## src/srde_pkg.sv

```systemverilog
// srde_pkg: shared types, constants and helpers for the signed radix digit emitter.
// Used by srde_div and signed_radix_digit_emitter. No dependencies.
package srde_pkg;

   localparam int VALUE_W    = 32;
   localparam int RADIX_W    = 5;
   localparam int SYM_W      = 8;
   localparam int MAX_BASE   = 16;
   localparam int DIGIT_W    = 4;                     // digit index, below MAX_BASE
   localparam int ALPHA_W    = MAX_BASE * SYM_W;      // all symbol bytes
   localparam int CSR_DATA_W = 64;
   localparam int CSR_IDX_W  = 2;
   localparam int MAX_DIGITS = VALUE_W;               // base two worst case
   localparam int ND_W       = 6;                     // holds 0..MAX_DIGITS
   localparam int DIV_STEPS  = 8;                     // quotient bits per cycle
   localparam int DIV_CYCLES = VALUE_W / DIV_STEPS;
   localparam int DCNT_W     = $clog2(DIV_CYCLES);

   localparam logic [SYM_W-1:0] SYM_PLUS  = 8'h2B;
   localparam logic [SYM_W-1:0] SYM_MINUS = 8'h2D;
   localparam logic [SYM_W-1:0] SYM_SPACE = 8'h20;
   localparam logic [SYM_W-1:0] SYM_TOP   = 8'd126;
   localparam logic [SYM_W-1:0] SYM_NONE  = 8'h00;

   localparam logic [RADIX_W-1:0]    RADIX_RST   = 5'd10;
   localparam logic [RADIX_W-1:0]    RADIX_MIN   = 5'd2;
   localparam logic [RADIX_W-1:0]    RADIX_MAX   = RADIX_W'(MAX_BASE);
   localparam logic [CSR_DATA_W-1:0] SYM_LOW_RST = 64'h3736353433323130;
   localparam logic [CSR_DATA_W-1:0] SYM_HI_RST  = 64'h0000000000003938;

   typedef enum logic [CSR_IDX_W-1:0] {
      CSR_RADIX    = 2'd0,
      CSR_SYM_LOW  = 2'd1,
      CSR_SYM_HIGH = 2'd2
   } csr_idx_type;

   typedef enum logic [2:0] {
      ST_IDLE,
      ST_CHECK,
      ST_DIV,
      ST_DWAIT,
      ST_SIGN,
      ST_EMIT,
      ST_ERR
   } state_type;

   typedef struct packed {
      logic                  done;
      logic [VALUE_W-1:0]    quotient;
      logic [DIGIT_W-1:0]    remainder;
   } div_rsp_type;

   function automatic logic [SYM_W-1:0] sym_at(input logic [ALPHA_W-1:0] syms,
                                               input logic [DIGIT_W-1:0] idx);
      return syms[{idx, 3'b000} +: SYM_W];
   endfunction

endpackage

```

## src/srde_div.sv

```systemverilog
// srde_div: iterative unsigned divider of a 32-bit value by a small base,
// DIV_STEPS quotient bits per cycle. Depends on srde_pkg.
module srde_div (
   input  logic                          clock,
   input  logic                          reset,
   input  logic                          start,
   input  logic [srde_pkg::VALUE_W-1:0]  dividend,
   input  logic [srde_pkg::RADIX_W-1:0]  divisor,
   output srde_pkg::div_rsp_type         rsp
);
   import srde_pkg::*;

   logic                 busy_ff, busy_in;
   logic                 done_ff, done_in;
   logic [DCNT_W-1:0]    cnt_ff, cnt_in;
   logic [VALUE_W-1:0]   quo_ff, quo_in;
   logic [DIGIT_W-1:0]   rem_ff, rem_in;

   always_comb begin
      logic [RADIX_W-1:0] r;
      logic [VALUE_W-1:0] q;
      r       = {1'b0, rem_ff};
      q       = quo_ff;
      busy_in = busy_ff;
      done_in = 1'b0;
      cnt_in  = cnt_ff;
      quo_in  = quo_ff;
      rem_in  = rem_ff;
      if (start) begin
         busy_in = 1'b1;
         cnt_in  = '0;
         quo_in  = dividend;
         rem_in  = '0;
      end else if (busy_ff) begin
         // restoring steps; remainder stays below divisor, so four bits hold it
         for (int s = 0; s < DIV_STEPS; s++) begin
            r = {r[DIGIT_W-1:0], q[VALUE_W-1]};
            q = {q[VALUE_W-2:0], 1'b0};
            if (r >= divisor) begin
               r    = r - divisor;
               q[0] = 1'b1;
            end
         end
         quo_in = q;
         rem_in = r[DIGIT_W-1:0];
         cnt_in = cnt_ff + 1'b1;
         if (cnt_ff == DCNT_W'(DIV_CYCLES - 1)) begin
            busy_in = 1'b0;
            done_in = 1'b1;
         end
      end
   end

   always_ff @(posedge clock) begin
      if (reset) begin
         busy_ff <= 1'b0;
         done_ff <= 1'b0;
         cnt_ff  <= '0;
      end else begin
         busy_ff <= busy_in;
         done_ff <= done_in;
         cnt_ff  <= cnt_in;
      end
   end

   always_ff @(posedge clock) begin
      quo_ff <= quo_in;
      rem_ff <= rem_in;
   end

   assign rsp.done      = done_ff;
   assign rsp.quotient  = quo_ff;
   assign rsp.remainder = rem_ff;

`ifndef ASSERT_OFF
   a_done_pulse: assert property (@(posedge clock) disable iff (reset)
      done_ff |=> !done_ff)
      else $error("divider done held for more than one cycle");
   a_done_after_busy: assert property (@(posedge clock) disable iff (reset)
      done_ff |-> $past(busy_ff))
      else $error("divider done without a running division");
   a_rem_range: assert property (@(posedge clock) disable iff (reset)
      (done_ff && divisor >= RADIX_MIN && divisor <= RADIX_MAX)
         |-> ({1'b0, rem_ff} < divisor))
      else $error("remainder not below divisor");
`endif

endmodule

```

## src/signed_radix_digit_emitter.sv

```systemverilog
// signed_radix_digit_emitter: renders a signed 32-bit value as text in a configured base.
// Depends on srde_pkg and srde_div.
//
//  channel | dir | handshake             | payload
//  req     | in  | req_tvalid/req_tready | tdata[31:0] value (signed)
//  rsp     | out | rsp_tvalid/rsp_tready | tdata[7:0] symbol, tlast last, tuser error
//  csr     | in  | csr_valid/csr_ready   | csr_index register, csr_data[63:0] value
//
// One value per transaction; req_tready is high only while the block is idle.
// Steps per value: accept, alphabet check over radix symbols, one shared-divider run
//   per digit (8 quotient bits a cycle), sign step, emit per digit; errors stop early.
// Worst case is base two with the most negative value; rsp stalls hold sign and emit.
// Synchronous active-high reset restores radix 10 and the alphabet "0123456789".
// csr writes are always taken; they are meant to happen only while idle.
module signed_radix_digit_emitter (
   input  logic                             clock,
   input  logic                             reset,
   input  logic                             req_tvalid,
   output logic                             req_tready,
   input  logic [srde_pkg::VALUE_W-1:0]     req_tdata,   // [31:0] value
   output logic                             rsp_tvalid,
   input  logic                             rsp_tready,
   output logic [srde_pkg::SYM_W-1:0]       rsp_tdata,   // [7:0] symbol
   output logic                             rsp_tlast,   // last
   output logic                             rsp_tuser,   // [0] error
   input  logic                             csr_valid,
   output logic                             csr_ready,
   input  logic [srde_pkg::CSR_IDX_W-1:0]   csr_index,
   input  logic [srde_pkg::CSR_DATA_W-1:0]  csr_data
);
   import srde_pkg::*;

   logic [RADIX_W-1:0]    radix_ff;
   logic [CSR_DATA_W-1:0] sym_low_ff, sym_high_ff;
   logic [ALPHA_W-1:0]    alpha;

   state_type             state_ff, state_in;
   logic [DIGIT_W-1:0]    idx_ff, idx_in;
   logic                  neg_ff, neg_in;
   logic [VALUE_W-1:0]    mag_ff, mag_in;
   logic [ND_W-1:0]       nd_ff, nd_in;
   logic [DIGIT_W-1:0]    digits_ff [MAX_DIGITS];

   logic                  rsp_valid_ff, rsp_valid_in;
   logic [SYM_W-1:0]      rsp_sym_ff, rsp_sym_in;
   logic                  rsp_last_ff, rsp_last_in;
   logic                  rsp_err_ff, rsp_err_in;

   logic                  div_start;
   div_rsp_type           div_rsp;
   logic                  push;
   logic                  slot_free;
   logic                  radix_bad;
   logic                  sym_bad;
   logic [SYM_W-1:0]      cur_sym;
   logic [ND_W-1:0]       nd_m1;
   logic [DIGIT_W-1:0]    top_digit;

   assign alpha     = {sym_high_ff, sym_low_ff};
   assign csr_ready = 1'b1;

   // configuration registers
   always_ff @(posedge clock) begin
      if (reset) begin
         radix_ff    <= RADIX_RST;
         sym_low_ff  <= SYM_LOW_RST;
         sym_high_ff <= SYM_HI_RST;
      end else if (csr_valid) begin
         case (csr_idx_type'(csr_index))
            CSR_RADIX:    radix_ff    <= csr_data[RADIX_W-1:0];
            CSR_SYM_LOW:  sym_low_ff  <= csr_data;
            CSR_SYM_HIGH: sym_high_ff <= csr_data;
            default:      ;
         endcase
      end
   end

   srde_div u_div (
      .clock    (clock),
      .reset    (reset),
      .start    (div_start),
      .dividend (mag_ff),
      .divisor  (radix_ff),
      .rsp      (div_rsp)
   );

   // radix and alphabet check, one symbol per cycle against every later in-radix symbol
   assign radix_bad = (radix_ff < RADIX_MIN) || (radix_ff > RADIX_MAX);
   assign cur_sym   = sym_at(alpha, idx_ff);

   always_comb begin
      sym_bad = (cur_sym == SYM_PLUS) || (cur_sym == SYM_MINUS) ||
                (cur_sym <= SYM_SPACE) || (cur_sym > SYM_TOP);
      for (int j = 0; j < MAX_BASE; j++) begin
         if ((RADIX_W'(j) > {1'b0, idx_ff}) && (RADIX_W'(j) < radix_ff) &&
             (sym_at(alpha, DIGIT_W'(j)) == cur_sym))
            sym_bad = 1'b1;
      end
   end

   assign slot_free = !rsp_valid_ff || rsp_tready;
   assign nd_m1     = nd_ff - 1'b1;
   assign top_digit = digits_ff[nd_m1[ND_W-2:0]];
   assign req_tready = (state_ff == ST_IDLE);

   always_comb begin
      state_in     = state_ff;
      idx_in       = idx_ff;
      neg_in       = neg_ff;
      mag_in       = mag_ff;
      nd_in        = nd_ff;
      div_start    = 1'b0;
      push         = 1'b0;
      rsp_valid_in = rsp_valid_ff && !rsp_tready;
      rsp_sym_in   = rsp_sym_ff;
      rsp_last_in  = rsp_last_ff;
      rsp_err_in   = rsp_err_ff;
      case (state_ff)
         ST_IDLE: begin
            if (req_tvalid) begin
               neg_in   = req_tdata[VALUE_W-1];
               mag_in   = req_tdata[VALUE_W-1] ? (~req_tdata + 1'b1) : req_tdata;
               idx_in   = '0;
               nd_in    = '0;
               state_in = ST_CHECK;
            end
         end
         ST_CHECK: begin
            if (radix_bad || sym_bad)
               state_in = ST_ERR;
            else if ({1'b0, idx_ff} == radix_ff - 1'b1)
               state_in = ST_DIV;
            else
               idx_in = idx_ff + 1'b1;
         end
         ST_DIV: begin
            div_start = 1'b1;
            state_in  = ST_DWAIT;
         end
         ST_DWAIT: begin
            if (div_rsp.done) begin
               push   = 1'b1;
               nd_in  = nd_ff + 1'b1;
               mag_in = div_rsp.quotient;
               if ((div_rsp.quotient == '0) || (nd_ff == ND_W'(MAX_DIGITS - 1)))
                  state_in = ST_SIGN;
               else
                  state_in = ST_DIV;
            end
         end
         ST_SIGN: begin
            if (!neg_ff) begin
               state_in = ST_EMIT;
            end else if (slot_free) begin
               rsp_valid_in = 1'b1;
               rsp_sym_in   = SYM_MINUS;
               rsp_last_in  = 1'b0;
               rsp_err_in   = 1'b0;
               state_in     = ST_EMIT;
            end
         end
         ST_EMIT: begin
            if (slot_free) begin
               rsp_valid_in = 1'b1;
               rsp_sym_in   = sym_at(alpha, top_digit);
               rsp_last_in  = (nd_ff == ND_W'(1));
               rsp_err_in   = 1'b0;
               nd_in        = nd_m1;
               if (nd_ff == ND_W'(1))
                  state_in = ST_IDLE;
            end
         end
         ST_ERR: begin
            if (slot_free) begin
               rsp_valid_in = 1'b1;
               rsp_sym_in   = SYM_NONE;
               rsp_last_in  = 1'b1;
               rsp_err_in   = 1'b1;
               state_in     = ST_IDLE;
            end
         end
         default: state_in = ST_IDLE;
      endcase
   end

   always_ff @(posedge clock) begin
      if (reset) begin
         state_ff     <= ST_IDLE;
         nd_ff        <= '0;
         rsp_valid_ff <= 1'b0;
      end else begin
         state_ff     <= state_in;
         nd_ff        <= nd_in;
         rsp_valid_ff <= rsp_valid_in;
      end
   end

   always_ff @(posedge clock) begin
      idx_ff      <= idx_in;
      neg_ff      <= neg_in;
      mag_ff      <= mag_in;
      rsp_sym_ff  <= rsp_sym_in;
      rsp_last_ff <= rsp_last_in;
      rsp_err_ff  <= rsp_err_in;
   end

   // digit stack, least significant pushed first
   always_ff @(posedge clock) begin
      if (push)
         digits_ff[nd_ff[ND_W-2:0]] <= div_rsp.remainder;
   end

   assign rsp_tvalid = rsp_valid_ff;
   assign rsp_tdata  = rsp_sym_ff;
   assign rsp_tlast  = rsp_last_ff;
   assign rsp_tuser  = rsp_err_ff;

`ifndef ASSERT_OFF
   a_nd_range: assert property (@(posedge clock) disable iff (reset)
      nd_ff <= ND_W'(MAX_DIGITS))
      else $error("digit count overflow");
   a_idle_empty: assert property (@(posedge clock) disable iff (reset)
      (state_ff == ST_IDLE) |-> (nd_ff == '0))
      else $error("digits left over at idle");
   a_err_form: assert property (@(posedge clock) disable iff (reset)
      (rsp_valid_ff && rsp_err_ff) |-> (rsp_last_ff && rsp_sym_ff == SYM_NONE))
      else $error("malformed error transaction");
   a_done_wait: assert property (@(posedge clock) disable iff (reset)
      div_rsp.done |-> (state_ff == ST_DWAIT))
      else $error("divider finished outside wait state");
   a_emit_nonempty: assert property (@(posedge clock) disable iff (reset)
      (state_ff == ST_EMIT) |-> (nd_ff != '0))
      else $error("emit with empty digit stack");
`endif

endmodule
```

## config.mk

```make
export PLATFORM = sky130hd
export DESIGN_NAME = signed_radix_digit_emitter
export DESIGN_NICKNAME = d
export VERILOG_FILES = /design/src/srde_pkg.sv /design/src/srde_div.sv /design/src/signed_radix_digit_emitter.sv
export SDC_FILE = /design/constraint.sdc
export NUM_CORES = 1
export LEC_CHECK = 0
export BUFFER_PORTS_ARGS = -buffer_cell sky130_fd_sc_hd__clkbuf_2
export CAP_MARGIN = 5
export CORE_MARGIN = 2
export CORE_UTILIZATION = 25
export CTS_BUF_LIST = sky130_fd_sc_hd__clkbuf_8
export DETAILED_ROUTE_END_ITERATION = 8
export PLACE_DENSITY_LB_ADDON = 0.25
export SYNTH_ARGS = -nofsm -noshare
export SYNTH_HDL_FRONTEND = slang
export SYNTH_SLANG_ARGS = --single-unit
```

## constraint.sdc

```tcl
create_clock -name clock -period 15.9 [get_ports clock]
set_input_delay 0.795 -clock clock [delete_from_list [all_inputs] [get_ports clock]]
set_output_delay 0.795 -clock clock [all_outputs]
set_load 0.1 [all_outputs]
```

==> impl_metrics.py <==
metrics = {
    "synthesis": {
        "synth-edff-count": 207,
        "synth-seq-area-share_pct": 45.17,
        "synth.ff_latch_count": 358,
        "post_synth.cell_area_avg_um2": 10.44,
        "synth_compound_area_share_pct": 11.16,
        "synthMuxAreaShare_pct": 14.00,
        "synth_fa_ha_area_share_pct": 4.025,
        "yosys.area_share.simple_pct": 14.36,
        "synthesis.nets": 2123,
        "synth_xor_area_share_pct": 7.346,
        "synth_area_um2": 20450,
        "yosysWarnings": 0,
        "synth_top_family_by_area": "simple AND/OR/NAND/NOR gates",
        "synth_ff_type": "edfxtp_1",
        "synth_cell_type_count": 82,
        "synth_cells": 1959,
        "synthArstFlopShare_pct": 0,
    },
    "drt": {
        "vias": 15540,
        "top_layer": "met5",
        "met3_length_um": 3891,
        "wl_met2_um": 31480,
        "wl_met1_um": 29370,
        "drt-vias-per-instance": 4.935,
        "wire_per_inst_um": 21.04,
        "post-route-drc-count": 0,
        "drt_iter0_drc": 1243,
        "antenna_left": 0,
        "routed_wl_um": 66240,
        "drt-pass1-iter-count": 7,
    },
    "cts": {
        "cts_resized": 0,
        "cts_buffer_depth": 3,
        "post_cts_buffers": 0,
        "cts_tree": "yes",
        "ctsRootBufferMaster": "clkbuf_8",
        "clk_latency_ns": 0.69,
        "cts_buffers": 61,
        "clkTransAtPathRegs_ns": 0.06,
        "htree_num_levels": 2,
        "cts.sinks": 358,
        "cts_hold_buf": 0,
    },
    "placed_design": {
        "dp_slack_ns": 1.552,
        "io_buffer_count": 114,
        "dp_cells": 3034,
        "post-dp-hpwl_um": 46620,
        "gp_congestion": 0.9110,
    },
    "grt": {
        "grt_max_degree": 72,
        "grt_overflow": 0,
        "grt_usage_pct": 15.46,
        "antenna_found_initial": 3,
        "grt_pass1_vias": 15480,
        "grt_first_pass_wirelength_um": 99850,
    },
    "critical_path": {
        "r2r-start": "radix_ff[1]",
        "timing.critical_path.from_type": "flop",
        "crit_top_cell": "o21ai_0",
        "crit_path_top_delay_cell": "dfxtp_1",
        "worstPathMaxFanout": 15,
        "ff2ff_path_depth": 69,
        "crit_end": "u_div.rem_ff[1]",
        "regToRegEndpoint": "u_div.rem_ff[1]",
        "end_kind": "flop",
        "ff2ff_setup_slack_ns": 1.61,
        "crit_start": "radix_ff[1]",
        "crit_type": "reg -> reg",
        "crit_required_ns": 16.44,
        "max_stage_delay_ns": 0.85,
        "cp_data_arrival_time_ns": 14.83,
    },
    "finish": {
        "area.growth.synth_to_final_pct": 13.50,
        "register_area_um2": 9240,
        "stdcell_count": 3148,
        "multi_input_area_um2": 10440,
        "post-route-util_pct": 28.73,
        "drive_gt1_share_pct": 18.26,
        "num-nets-final": 2201,
        "fillCellCount": 8439,
    },
    "timing": {
        "fmaxAchievable_mhz": 69.98,
        "finalCritPeriodShare_pct": 89.87,
        "skew_ns": 0.03109,
        "rsz0062_at_grt": "no",
        "period_needed_ns": 14.29,
        "fin_ws_ns": 1.610,
        "slew_headroom_pct": 32.16,
        "tightest_slew_ns": 0.9920,
        "hold_viol": 0,
        "finalSetupViolCount": 0,
        "tns_ns": 0,
        "slew_viol_final": 0,
    },
    "run_status": {
        "outcome": "complete, no violations",
    },
    "die": {
        "io_pins": 116,
        "design.die.area_um2": 84120,
        "row_count": 104,
        "fp.dieH_um": 290.0,
        "die_w_um": 290.0,
        "core_area_um2": 80810,
        "initial_core_util_pct": 25.31,
    },
    "hold_path": {
        "hp-class": "in -> reg",
    },
    "run": {
        "cap_violations": 0,
    },
}
## metrics by stage
step,hold WS [ns],area [um^2]
finish,0.3430,23220
global route,0.3163,23220
detailed placement,0.4639,21930
global placement,0.4611,21930
CTS,0.3033,23210
floorplan,0.4432,20450
## cell usage after synthesis, types with 7 or more instances
library cell,number,area [um^2]
nand2_1,344,1291
edfxtp_1,207,6216
dfxtp_1,151,3023
a21oi_1,137,685.7
xnor2_1,106,928.4
nor2_1,92,345.3
mux2i_1,76,760.7
o21ai_0,70,350.3
clkbuf_1,68,255.2
mux4_2,62,1396
xor2_1,60,525.5
mux2_2,55,619.3
ha_1,53,663.1
nand3_1,51,255.2
inv_1,41,153.9
a211oi_1,39,292.8
nor2b_1,32,200.2
nor3_1,21,105.1
nor4_1,21,131.4
nand4_1,18,112.6
o221ai_1,18,157.7
buf_2,17,85.08
buf_1,14,52.55
nand2b_1,14,87.58
buf_6,12,135.1
buf_4,11,82.58
a21o_1,10,75.07
and3_1,10,62.56
o22ai_1,10,62.56
fa_1,8,160.2
o31ai_1,8,60.06
a22o_1,7,61.31
o21a_1,7,52.55
or3_1,7,43.79
## layout by cell type (no fill, tap or decap), types with 8 or more instances in the layout
cell type	n
xor2_1	60
inv_1	61
mux2_2	55
a21o_1	10
dfxtp_1	150
nand2_1	344
nor2b_1	32
clkinv_2	10
ha_1	52
o22ai_1	10
edfxtp_1	207
nor4_1	21
o221ai_1	18
mux2i_1	75
and3_1	10
nand4_1	18
nor3_1	21
nand3_1	51
o31ai_1	8
nand2b_1	14
a211oi_1	39
clkbuf_8	72
xnor2_1	106
o21ai_0	70
mux4_2	62
a21oi_1	137
buf_4	26
clkbuf_2	113
fa_1	8
nor2_1	90
## layout make-up
cell class / count / share of cell area [%]
timing repair buffer: 139 / 3.277
multi-input combinational: 1435 / 44.97
antenna: 1 / 0.01078
inverter: 42 / 0.6791
sequential: 358 / 39.80
clock inverter: 41 / 1.277
clock buffer: 72 / 4.268
tap: 1060 / 5.713
## worst max-delay path: cells and delay by family (launching register included)
family / cells / cell delay [ns]
fa+ha+maj: 8 / 2.15
simple gates: 18 / 2.35
flops: 1 / 0.85
mux: 9 / 2.90
compound gates: 27 / 4.91
buf+inv: 7 / 0.99
## sequential cells by signal, indices dropped and copies added, names as in the netlist
register / cells
digits_ff: 128
sym_high_ff: 64
sym_low_ff: 64
mag_ff: 32
u_div.quo_ff: 32
rsp_tdata: 8
nd_ff: 6
radix_ff: 5
idx_ff: 4
u_div.rem_ff: 4
state_ff: 3
u_div.cnt_ff: 2
neg_ff: 1
rsp_tlast: 1
rsp_tuser: 1
rsp_tvalid: 1
u_div.busy_ff: 1
u_div.done_ff: 1
## logic make-up after synthesis
group	Yosys count
buf+inv	166
xor+xnor	169
mux	197
flops	358
other cells	1
compound gates	360
simple gates	647
fa+ha+maj	61
## per-layer routing
metal / vias up / track usage (%)
met5: - / 0
met2: 519 / 25.50
met3: 91 / 2.566
li1: 7279 / -
met4: 2 / 4.116
met1: 7645 / 20.95
## worst min path at each step
stage | start | cells after the start | to | slack, ns
global route | csr_data[46] | 3 | sym_low_ff[46] | 0.32
CTS | csr_data[56] | 3 | sym_low_ff[56] | 0.30
detailed placement | sym_low_ff[0] | 2 | sym_low_ff[0] | 0.46
floorplan | sym_low_ff[0] | 2 | sym_low_ff[0] | 0.44
finish | csr_data[49] | 3 | sym_low_ff[49] | 0.34
global placement | sym_low_ff[0] | 2 | sym_low_ff[0] | 0.46
Power is left out: the tool's default activity adds up to more than one toggle a clock period on the data nets, which glitch-free logic cannot reach.
